`src/rtl/tms_pkg.sv`:
```
// shared types, constants and helpers of the transform matrix stack
package tms_pkg;

  localparam int STACK_DEPTH = 16;
  localparam int CNT_W       = $clog2(STACK_DEPTH + 1);
  localparam int ENT_W       = $clog2(STACK_DEPTH);
  localparam int ADDR_W      = 1 + ENT_W + 4;
  localparam int MEM_DEPTH   = 2 ** ADDR_W;

  typedef logic signed [31:0] q_t;
  localparam q_t ONE_Q = 32'sh0001_0000;

  typedef logic [3:0]       elem_t;
  typedef logic [ENT_W-1:0] entry_t;
  typedef logic [CNT_W-1:0] cnt_t;

  typedef enum logic [3:0] {
    KIND_RESET     = 4'd0,
    KIND_PUSH      = 4'd1,
    KIND_POP       = 4'd2,
    KIND_CLEAR     = 4'd3,
    KIND_STAGE     = 4'd4,
    KIND_MUL       = 4'd5,
    KIND_TRANSLATE = 4'd6,
    KIND_SCALE     = 4'd7,
    KIND_READ_COMP = 4'd8,
    KIND_READ_TOP  = 4'd9
  } kind_e;

  typedef enum logic [1:0] {
    ST_OK        = 2'd0,
    ST_OVERFLOW  = 2'd1,
    ST_UNDERFLOW = 2'd2,
    ST_EMPTY     = 2'd3
  } status_e;

  typedef struct packed {
    logic    take;
    logic    a_ident;
    logic    rd_en;
    logic    rd_to_b;
    logic    wr_en;
    logic    sel;
    entry_t  entry;
    elem_t   elem;
    logic    mac_en;
    logic [5:0] mac_idx;
    logic    copy_r;
    logic    fresh_set;
    logic    fresh_both;
    logic    emit;
    logic    resp;
    status_e status;
    logic    last;
  } dp_cmd_t;

  function automatic q_t ident_elem(elem_t i);
    return (i == 4'd0 || i == 4'd5 || i == 4'd10 || i == 4'd15) ? ONE_Q : '0;
  endfunction

endpackage

```
`src/rtl/tms_ctrl.sv`:
```
// sequencer: command decode, stack counts and step counters
module tms_ctrl import tms_pkg::*; (
  input  logic    clk_i,
  input  logic    rst_ni,
  input  logic    start,
  input  logic [3:0] kind_i,
  input  logic    target_i,
  output logic    busy,
  output dp_cmd_t cmd_o
);

  typedef enum logic [8:0] {
    S_IDLE  = 9'b000000001,
    S_LOADA = 9'b000000010,
    S_LOADB = 9'b000000100,
    S_MAC   = 9'b000001000,
    S_DRAIN = 9'b000010000,
    S_COPY  = 9'b000100000,
    S_WRBK  = 9'b001000000,
    S_RESP  = 9'b010000000,
    S_EMIT  = 9'b100000000
  } state_e;

  state_e     state_q, state_d;
  kind_e      kind_q, kind_d;
  logic       sel_q, sel_d;
  cnt_t       cnt_q [2];
  cnt_t       cnt_d [2];
  elem_t      e_q, e_d;
  logic [5:0] m_q, m_d;
  cnt_t       j_q, j_d;
  cnt_t       cur_cnt, sel_cnt;
  entry_t     top_ent;

  assign cur_cnt = cnt_q[target_i];
  assign sel_cnt = cnt_q[sel_q];
  assign top_ent = ENT_W'(sel_cnt - cnt_t'(1));
  assign busy    = (state_q != S_IDLE);

  always_comb begin
    state_d = state_q;
    kind_d  = kind_q;
    sel_d   = sel_q;
    cnt_d   = cnt_q;
    e_d     = e_q;
    m_d     = m_q;
    j_d     = j_q;
    cmd_o         = '0;
    cmd_o.sel     = sel_q;
    cmd_o.entry   = top_ent;
    cmd_o.elem    = e_q;
    cmd_o.mac_idx = m_q;
    cmd_o.status  = ST_OK;
    unique case (state_q)
      S_IDLE: begin
        if (start) begin
          cmd_o.take = 1'b1;
          cmd_o.sel  = target_i;
          cmd_o.last = 1'b1;
          kind_d = kind_e'(kind_i);
          sel_d  = target_i;
          e_d    = '0;
          m_d    = '0;
          j_d    = '0;
          unique case (kind_e'(kind_i))
            KIND_RESET: begin
              cnt_d[0] = cnt_t'(1);
              cnt_d[1] = cnt_t'(1);
              cmd_o.fresh_set  = 1'b1;
              cmd_o.fresh_both = 1'b1;
              cmd_o.entry      = '0;
              cmd_o.resp       = 1'b1;
            end
            KIND_PUSH: begin
              cmd_o.resp = 1'b1;
              if (cur_cnt >= cnt_t'(STACK_DEPTH)) begin
                cmd_o.status = ST_OVERFLOW;
              end else begin
                cmd_o.fresh_set  = 1'b1;
                cmd_o.entry      = ENT_W'(cur_cnt);
                cnt_d[target_i]  = cur_cnt + cnt_t'(1);
              end
            end
            KIND_POP: begin
              cmd_o.resp = 1'b1;
              if (cur_cnt == '0) begin
                cmd_o.status = ST_UNDERFLOW;
              end else begin
                cnt_d[target_i] = cur_cnt - cnt_t'(1);
              end
            end
            KIND_CLEAR: begin
              cmd_o.fresh_set = 1'b1;
              cmd_o.entry     = '0;
              cnt_d[target_i] = cnt_t'(1);
              cmd_o.resp      = 1'b1;
            end
            KIND_MUL, KIND_TRANSLATE, KIND_SCALE, KIND_READ_TOP: begin
              if (cur_cnt == '0) begin
                cmd_o.resp   = 1'b1;
                cmd_o.status = ST_EMPTY;
              end else begin
                state_d = S_LOADA;
              end
            end
            KIND_READ_COMP: begin
              cmd_o.a_ident = 1'b1;
              state_d = (cur_cnt == '0) ? S_EMIT : S_LOADB;
            end
            default: begin
              cmd_o.resp = 1'b1;
            end
          endcase
        end
      end
      S_LOADA: begin
        cmd_o.rd_en = 1'b1;
        e_d = e_q + elem_t'(1);
        if (e_q == 4'd15) begin
          state_d = (kind_q == KIND_READ_TOP) ? S_EMIT : S_MAC;
        end
      end
      S_LOADB: begin
        cmd_o.rd_en   = 1'b1;
        cmd_o.rd_to_b = 1'b1;
        cmd_o.entry   = j_q[ENT_W-1:0];
        e_d = e_q + elem_t'(1);
        if (e_q == 4'd15) begin
          state_d = S_MAC;
        end
      end
      S_MAC: begin
        cmd_o.mac_en = 1'b1;
        m_d = m_q + 6'd1;
        if (m_q == 6'd63) begin
          state_d = S_DRAIN;
        end
      end
      S_DRAIN: begin
        state_d = (kind_q == KIND_READ_COMP) ? S_COPY : S_WRBK;
      end
      S_COPY: begin
        cmd_o.copy_r = 1'b1;
        j_d = j_q + cnt_t'(1);
        state_d = (j_d == sel_cnt) ? S_EMIT : S_LOADB;
      end
      S_WRBK: begin
        cmd_o.wr_en = 1'b1;
        e_d = e_q + elem_t'(1);
        if (e_q == 4'd15) begin
          state_d = S_RESP;
        end
      end
      S_RESP: begin
        cmd_o.resp = 1'b1;
        cmd_o.last = 1'b1;
        state_d = S_IDLE;
      end
      S_EMIT: begin
        cmd_o.emit = 1'b1;
        cmd_o.last = (e_q == 4'd15);
        e_d = e_q + elem_t'(1);
        if (e_q == 4'd15) begin
          state_d = S_IDLE;
        end
      end
      default: begin
        state_d = S_IDLE;
      end
    endcase
  end

  always_ff @(posedge clk_i or negedge rst_ni) begin
    if (!rst_ni) begin
      state_q  <= S_IDLE;
      kind_q   <= KIND_RESET;
      sel_q    <= 1'b0;
      cnt_q[0] <= cnt_t'(1);
      cnt_q[1] <= cnt_t'(1);
      e_q      <= '0;
      m_q      <= '0;
      j_q      <= '0;
    end else begin
      state_q <= state_d;
      kind_q  <= kind_d;
      sel_q   <= sel_d;
      cnt_q   <= cnt_d;
      e_q     <= e_d;
      m_q     <= m_d;
      j_q     <= j_d;
    end
  end

endmodule

```
`config.mk`:
```
export PLATFORM = sky130hd
export DESIGN_NAME = tms_ctrl
export DESIGN_NICKNAME = d
export VERILOG_FILES = /design/src/rtl/tms_pkg.sv /design/src/rtl/tms_ctrl.sv
export SDC_FILE = /design/constraint.sdc
export NUM_CORES = 1
export LEC_CHECK = 0
export BUFFER_PORTS_ARGS = -buffer_cell sky130_fd_sc_hd__buf_2
export CAP_MARGIN = 15
export CORE_MARGIN = 2
export CORE_UTILIZATION = 40
export CTS_BUF_LIST = sky130_fd_sc_hd__clkbuf_4 sky130_fd_sc_hd__clkbuf_8
export CTS_CLUSTER_DIAMETER = 30
export DETAILED_ROUTE_END_ITERATION = 16
export GPL_TIMING_DRIVEN = 1
export HOLD_SLACK_MARGIN = 0.05
export PLACE_DENSITY_LB_ADDON = 0.05
export SLEW_MARGIN = 5
export SYNTH_ARGS = -nofsm -noshare
export SYNTH_HDL_FRONTEND = slang
export SYNTH_SLANG_ARGS = --single-unit
```
`constraint.sdc`:
```
create_clock -name clk_i -period 2 [get_ports clk_i]
set_input_delay 0 -clock clk_i [delete_from_list [all_inputs] [get_ports clk_i]]
set_output_delay 0 -clock clk_i [all_outputs]
set_load 0.005 [all_outputs]
```
==> reports/qor.yml, run 1 <==
crit_path_end_kind: "flop"
skew_ns: 0.0136
r2r_cells: 6
cts_tree: "done"
fin_crit_sh_pct: 105
leakagePower_uw: 0.00198
clockPowerShare_pct: 12.8
status: "finished with violations"
routed_wl_um: 9170
synthTopCellsByArea: "dfrtp_1, nand2_1, o21ai_0, nand3_1, mux2i_1"
synth_common_cells: "nand2_1, dfrtp_1, o21ai_0"
root_buffer: "clkbuf_8"
viasPerCell: 5.61
rows: 31
syn_inst: 350
ys_ff_latch: 39
grt_max_degree: 40
syn_area_um2: 2950
die_h_um: 89.9
antenna_left: 0
antenna_found_initial: 0
setup_viol: 13
hold_class: "input pin to flop"
whs_ns: 0.188
fin_util_pct: 57.9
crit_start: "state_q[1]"
synth_largest_area_cell: "dfrtp_1"
synth-edff-count: 0
wl_met1_um: 4230
dominantRegCellSynth: "dfrtp_1"
worstMarginPinSlew_ns: 0.946
top_layer_used: "met4"
grt_overflow_total: 0
gp_congestion: 0.966
syn_area_per_cell_um2: 8.44
io_buffer_count: 37
slew_headroom_pct: 37.0
startpoint_type: "flop"
vdd_drop_max_mv: 0.576
maxCapViolations: 0
die_x_um: 89.9
ys_types: 65
clock.fmax_ghz: 0.475
clkTransAtPathRegs_ns: 0.09
preCtsSetupSlack_ns: -0.0435
synth_fp_nets: 366
wl_per_cell_um: 16.4
internal_power_uw: 2730
cts_buffers: 5
drc: 0
antenna_cells: 0
crit_type: "flop to flop"
grt_setup_unrepaired: "yes"
fin_ws_ns: -0.105
areaGrowthSynthToFinish_pct: 41.4
ys_seq_area_share_pct: 33.2
period_needed_ns: 2.11
ios: 38
post-synth-top-count-cell: "nand2_1"
worstHoldStart: "start"
p_comb_share_pct: 62.0
htreeDepth: 2
critPathArrivalTime_ns: 2.29
hold_depth: 5
grt_pass1_vias: 2953
final.setup.tns_ns: -0.525
start_util_pct: 40.9
grt_pass1_wl_um: 15000
dieArea_um2: 8090
slew_violations: 0
core_area_um2: 7210
route.met2.wl_um: 4360
cts_buffer_depth: 2
wl_met3_um: 450
insertion_delay_ns: 0.31
vias: 3133
path_max_fanout: 5
ys_warn_count: 0
drt_pass1_iterations: 4
dpl.hpwl_um: 6640
pwr-share-seq_pct: 25.2
p_switching_uw: 1960
critPathRequiredTime_ns: 2.19
synth_top_cell_area_share_pct: 30.5
violations: "setup timing"
drive_gt1_share_pct: 39.4
cts_sinks: 39
r2r-start: "state_q[1]"
hold_viol_final: 0
drtIter0Drc: 177
grt_usage_pct: 22.7
swShare_pct: 41.7
fin_nets: 474
async_flop_share_pct: 100
p_per_area_nw_per_um2: 1120
power_uw: 4690
through the flow:
| step | cell area [um2] | std cells |
|---|---|---|
| floorplan | 2990 | 350 |
| global placement | 3670 | 527 |
| detailed placement | 3670 | 527 |
| CTS | 3970 | 550 |
| global route | 4180 | 558 |
| finish | 4180 | 558 |
cells by family after synthesis:
kind of cell / Yosys count / synth area share [%]
compound gates: 86 / 21.0
mux: 16 / 5.64
flops: 39 / 33.2
fa+ha+maj: 8 / 3.39
buf+inv: 29 / 3.81
xor+xnor: 17 / 5.51
simple gates: 155 / 27.5
cell usage in the layout (no fill, tap or decap), types with 4 or more instances in the layout:
master	instances
dlygate4sd3_1	5
o21ai_0	20
a21oi_1	4
nor2_1	21
inv_1	9
o2111ai_1	6
buf_4	69
nand2_1	43
mux2i_1	10
o31ai_1	6
buf_2	37
xnor2_1	9
nor3_1	8
o21ai_1	9
nand3_1	21
o211ai_1	7
buf_6	7
nor2b_1	7
nor3b_1	4
and3_1	6
mux2_2	5
dfrtp_1	32
ha_1	7
a22oi_1	5
clkbuf_8	6
xor2_1	6
nand4_1	4
dfrtp_2	4
worst paths after layout:
path / slack (ns) / end
worst max-delay path: -0.11 / state_q[8]
worst min-delay path: 0.19 / state_q[0]
worst max register to register: -0.11 / state_q[8]
worst min register to register: 0.49 / kind_q[1]
max in group asynchronous: 0.97 / sel_q
min in group asynchronous: 0.37 / e_q[1]
sequential cells by signal, summed over array words and instances, names as in the netlist:
register	flops
cnt_q	10
e_q	4
j_q	5
kind_q	4
m_q	6
sel_q	1
state_q	9
layout make-up:
class                      instances  area (um2)
inverter                          11        41.3
clock buffer                       6        82.6
sequential                        39         985
fill                             685        3040
clock inverter                     2        16.3
timing repair buffer             119         852
multi-input combinational        282        2070
tap                               99         124
repair_timing:
item                                   CTS  global route
pin swaps                                7             8
gates cloned                             0             0
hold buffers                             5             0
gates resized for setup                 23            40
endpoints found under the hold margin   40             0
buffers inserted                        10             8
setup endpoints to repair               11            34
critical path: stages, from the launching register on:
cell and delay (ns):
dfrtp_2 0.45, buf_4 0.17, or4b_4 0.49, o311a_4 0.16, o32ai_4 0.22, a21o_2 0.16
mux2_2 0.33
power by group through the flow:
stage / combinational, uW / sequential, uW / clock, uW
after detailed placement: 2410 / 1180 / 0
final: 2910 / 1180 / 599
after global routing: 3190 / 1210 / 649
after CTS: 2610 / 1160 / 619
after floorplan: 1430 / 1110 / 0
after global placement: 2410 / 1170 / 0
routing by layer:
metal | vias to the layer above | GRT usage, %
met2 | 95 | 37.4
met3 | 11 | 3.35
li1 | 1508 | -
met4 | 0 | 5.51
met5 | - | 0
met1 | 1519 | 31.7
Power figures use the tool's default switching activity.
==> run 2, diff against run 1 <==
--- a/config.mk
+++ b/config.mk
@@ -19,3 +19,4 @@
 export SYNTH_ARGS = -nofsm -noshare
 export SYNTH_HDL_FRONTEND = slang
 export SYNTH_SLANG_ARGS = --single-unit
+export TNS_END_PERCENT = 50
==> run 2 against run 1 <==
  * The run still ends with setup timing left
  * Fmax down 0.61%
  * Via count decreased by 0.57%
  * Die area unchanged
  * Sequential power about the same
  * First-iteration DRC count up 8.5%
  * Combinational power is 2% lower
  * Core utilization shrank 0.78 points
  * Clock skew is essentially flat
  * Power fell by 1.3%
  * Critical endpoint unchanged
  * Setup slack got worse by 0.013 ns
  * Worst hold slack got worse by 0.0016 ns
==> reports/qor.yml, run 2 (same netlist as run 1, synthesis figures left out) <==
viasPerCell: 5.61
p_comb_share_pct: 61.8
largest_reg_flops: 10
dpl.hpwl_um: 6640
worstMarginPinSlew_ns: 0.958
wl_per_cell_um: 16.4
io_buffer_count: 37
clkTransAtPathRegs_ns: 0.09
root_buffer: "clkbuf_8"
startpoint_type: "flop"
gp_congestion: 0.966
clockPowerShare_pct: 12.9
die_h_um: 89.9
preCtsSetupSlack_ns: -0.0435
layout_commonest_cell: "buf_4"
routed_wl_um: 9080
drive_gt1_share_pct: 37.7
grt_max_degree: 40
crit_type: "flop to flop"
fin_crit_sh_pct: 106
fin_nets: 471
drc: 0
drt_pass1_iterations: 5
top_regs: "cnt_q (10), state_q (9), m_q (6)"
clock.fmax_ghz: 0.472
insertion_delay_ns: 0.31
ios: 38
grt_pass1_vias: 2959
hold_class: "input pin to flop"
drtIter0Drc: 192
antenna_left: 0
leakagePower_uw: 0.00196
die_x_um: 89.9
critPathArrivalTime_ns: 2.30
top_register: "cnt_q"
pwr-share-seq_pct: 25.4
crit_path_end_kind: "flop"
areaGrowthSynthToFinish_pct: 39.5
status: "finished with violations"
grt_usage_pct: 22.7
htreeDepth: 2
fin_ws_ns: -0.118
dieArea_um2: 8090
cts_buffer_depth: 2
cts_tree: "done"
slew_headroom_pct: 36.1
maxCapViolations: 0
skew_ns: 0.0141
start_util_pct: 40.9
p_per_area_nw_per_um2: 1120
antenna_found_initial: 0
rows: 31
path_max_fanout: 5
antenna_cells: 0
grt_overflow_total: 0
violations: "setup timing"
grt_setup_unrepaired: "yes"
internal_power_uw: 2690
vias: 3115
hold_viol_final: 0
most-common-layout-cells: "buf_4, nand2_1, buf_2"
core_area_um2: 7210
grt_pass1_wl_um: 15000
period_needed_ns: 2.12
p_switching_uw: 1930
setup_viol: 13
power_uw: 4620
swShare_pct: 41.8
cts_buffers: 5
cts_sinks: 39
vdd_drop_max_mv: 0.574
critPathRequiredTime_ns: 2.19
slew_violations: 0
-- run 2: changes by cell type in the layout (fill, tap and decap cells not counted), sizes merged --
cell  change
buf       -3
-- run 2: metrics by stage --
step	std cells	utilization, %	hold slack, ns	TNS [ns]	cell area [um2]
after detailed placement	527	50.8	0.205	-0.155	3670
after CTS	550	55.0	0.154	-0.565	3970
after global placement	527	50.8	0.182	-0.0346	3670
after floorplan	350	-	-0.296	-0.0547	2990
final	555	57.1	0.186	-0.518	4120
after global routing	555	57.1	0.190	-2.12	4120
-- run 2: layout make-up --
class | count | area (um2)
multi-input combinational | 282 | 2050
sequential | 39 | 983
timing repair buffer | 116 | 822
inverter | 11 | 41.3
clock buffer | 6 | 82.6
tap | 99 | 124
clock inverter | 2 | 16.3
fill | 693 | 3100
-- run 2: path summary, 6_finish.rpt --
| path | from | end | slack, ns | cells past startpoint |
|---|---|---|---|---|
| setup / recovery | state_q[6] | state_q[8] | -0.12 | 6 |
| hold / removal | start | state_q[0] | 0.19 | 5 |
| setup reg to reg | state_q[6] | state_q[8] | -0.12 | 6 |
| hold reg to reg | kind_q[1] | kind_q[1] | 0.49 | 2 |
| max in group asynchronous | rst_ni | state_q[8] | 0.97 | 2 |
| min in group asynchronous | rst_ni | e_q[1] | 0.37 | 2 |
-- run 2: repair_timing --
item	CTS	global route
hold buffers	5	0
hold endpoints to repair	40	0
endpoints found under the setup margin	11	34
cloned	0	0
buffers inserted	10	5
pin swaps	6	7
resized for setup	23	30
-- run 2: power by group through the flow --
| stage | Sequential, uW | Combinational, uW | Clock, uW |
|---|---|---|---|
| floorplan | 1110 | 1430 | 0 |
| global placement | 1170 | 2410 | 0 |
| detailed placement | 1180 | 2410 | 0 |
| CTS | 1160 | 2610 | 619 |
| global route | 1200 | 3140 | 649 |
| finish | 1170 | 2860 | 595 |
-- run 2: critical path: stages (launching register included) --
cell     delay [ns]
dfrtp_1        0.42
buf_4          0.16
or4b_4         0.54
o311a_4        0.16
o32ai_4        0.23
a21o_2         0.16
mux2_2         0.33
-- run 2: metal layers --
metal  vias to the layer above  wire length [um]  track usage, %
met2                        83              4350            37.5
met1                      1522              4210            31.6
met3                         9               408            3.35
met4                         0               104            5.51
li1                       1501                 -               -
met5                         -                 0               0
==> run 3, diff against run 2 <==
--- a/config.mk
+++ b/config.mk
@@ -15,6 +15,7 @@
 export GPL_TIMING_DRIVEN = 1
 export HOLD_SLACK_MARGIN = 0.05
 export PLACE_DENSITY_LB_ADDON = 0.05
+export SETUP_SLACK_MARGIN = 0.05
 export SLEW_MARGIN = 5
 export SYNTH_ARGS = -nofsm -noshare
 export SYNTH_HDL_FRONTEND = slang
==> run 3 against run 2 <==
  * The flow still finishes with violations (setup timing)
  * Setup slack gained 0.033 ns
  * Via count shrank 1.0%
  * Final cell count is the same
  * Final area grew 0.88%
  * Core utilization grew 0.50 points
==> reports/qor.yml, run 3 (same netlist as run 1, synthesis figures left out) <==
setup_viol: 12
r2r_cells: 6
cts_tree: "done"
cp_slowest_stage_delay_ns: 0.49
path_buf_inv: 1
startpoint_type: "flop"
crit_type: "flop to flop"
met1_usage_pct: 32.1
top_regs: "cnt_q (10), state_q (9), m_q (6)"
htreeDepth: 2
fin_crit_sh_pct: 104
viasPerCell: 5.55
root_buffer: "clkbuf_8"
crit_family: "compound AO/OA/AOI/OAI gates"
cts_buffer_depth: 2
hold_class: "input pin to flop"
ios: 38
status: "finished with violations"
antenna_found_initial: 0
fin_nets: 471
leakagePower_uw: 0.00195
core_area_um2: 7210
r2r_slack_ns: -0.09
whs_ns: 0.183
path_max_fanout: 3
hold_depth: 3
largest_reg_flops: 10
critPathRequiredTime_ns: 2.19
slew_violations: 0
worstMarginPinSlew_ns: 0.494
p_per_area_nw_per_um2: 1120
violations: "setup timing"
grt_usage_pct: 22.3
top_usage_layer: "met2"
top_register: "cnt_q"
hold_viol_final: 0
crit_path_end_kind: "flop"
io_buffer_count: 37
fin_ws_ns: -0.0855
antenna_left: 0
antenna_cells: 0
cts_buffers: 5
grt_setup_unrepaired: "yes"
clock.fmax_ghz: 0.480
rows: 31
fin_util_pct: 57.6
worstHoldStart: "target_i"
cts_sinks: 39
r2r-end: "state_q[8]"
drc: 0
layout_commonest_cell: "buf_4"
maxCapViolations: 0
holdPathEnd: "cnt_q[4]"
drtIter0Drc: 212
areaGrowthSynthToFinish_pct: 40.7
grt_overflow_total: 0
met2_usage_pct: 36.1
grt_max_degree: 22
die_x_um: 89.9
drt_pass1_iterations: 4
crit_path_top_delay_cell: "or4b_4"
routed_wl_um: 8890
r2r-start: "state_q[6]"
grt.met3_usage_pct: 2.10
period_needed_ns: 2.09
dpl.hpwl_um: 6680
dieArea_um2: 8090
vdd_drop_max_mv: 0.476
insertion_delay_ns: 0.30
most-common-layout-cells: "buf_4, nand2_1, buf_2"
start_util_pct: 40.9
skew_ns: 0.0121
grt_pass1_wl_um: 14700
critical_path.cell_chain: "buf_6, or4b_4, o311a_4, o32ai_4, a21o_2, mux2_4"
grt_pass1_vias: 2901
vias: 3083
clkTransAtPathRegs_ns: 0.09
die_h_um: 89.9
critPathArrivalTime_ns: 2.28
wl_per_cell_um: 16.0
gp_congestion: 0.855
drive_gt1_share_pct: 38.8
slew_headroom_pct: 67.1
[run 3: report_power, final]
part / leakage [uW] / total (uW) / switching [uW] / internal (uW)
logic: 0.00139 / 2910 / 1470 / 1450
registers: 0.000516 / 1170 / 188 / 984
clock network: 0.0000486 / 559 / 299 / 260
[run 3: layer usage]
metal | up-vias | wire (um)
li1 | 1505 | -
met1 | 1496 | 4210
met2 | 73 | 4220
met3 | 9 | 346
met4 | 0 | 114
met5 | - | 0
[run 3: what timing repair did]
action / CTS / global route
setup buffers: 7 / 6
hold buffers: 5 / 0
endpoints found under the hold margin: 23 / 0
setup endpoints to repair: 24 / 37
resized for setup: 32 / 35
pin swaps: 10 / 19
[run 3: worst reg2reg max path, cell delays in order (launching register included)]
cell     delay, ns
dfrtp_1       0.42
buf_6         0.13
or4b_4        0.49
o311a_4       0.16
o32ai_4       0.31
a21o_2        0.17
mux2_4        0.30
[run 3: final cells by class]
type | count | area (um2)
fill | 693 | 3060
multi-input combinational | 282 | 2060
tap | 99 | 124
clock buffer | 6 | 76.3
sequential | 39 | 982
timing repair buffer | 116 | 860
clock inverter | 2 | 13.8
inverter | 11 | 41.3
[run 3: worst max path at each step]
| stage | startpoint | to | slack (ns) | cells after the start |
|---|---|---|---|---|
| floorplan | state_q[1] | state_q[8] | -0.05 | 6 |
| global placement | state_q[6] | state_q[8] | -0.02 | 6 |
| detailed placement | state_q[6] | state_q[8] | -0.02 | 6 |
| CTS | state_q[8] | cnt_q[1] | -0.09 | 7 |
| global route | state_q[1] | cmd_o[21] | -0.16 | 9 |
| finish | state_q[6] | state_q[8] | -0.09 | 6 |
[run 3: per-stage QoR]
step | setup TNS [ns] | setup slack [ns] | cell area (um2) | instances | total power [uW]
2_1_floorplan | -0.0460 | -0.0460 | 3000 | 350 | 2550
3_3_place_gp | -0.0214 | -0.0214 | 3690 | 529 | 3610
3_5_place_dp | -0.0431 | -0.0247 | 3690 | 529 | 3630
4_1_cts | -0.556 | -0.0862 | 3980 | 549 | 4410
5_1_grt | -1.89 | -0.158 | 4160 | 555 | 4980
6_report | -0.364 | -0.0855 | 4160 | 555 | 4650
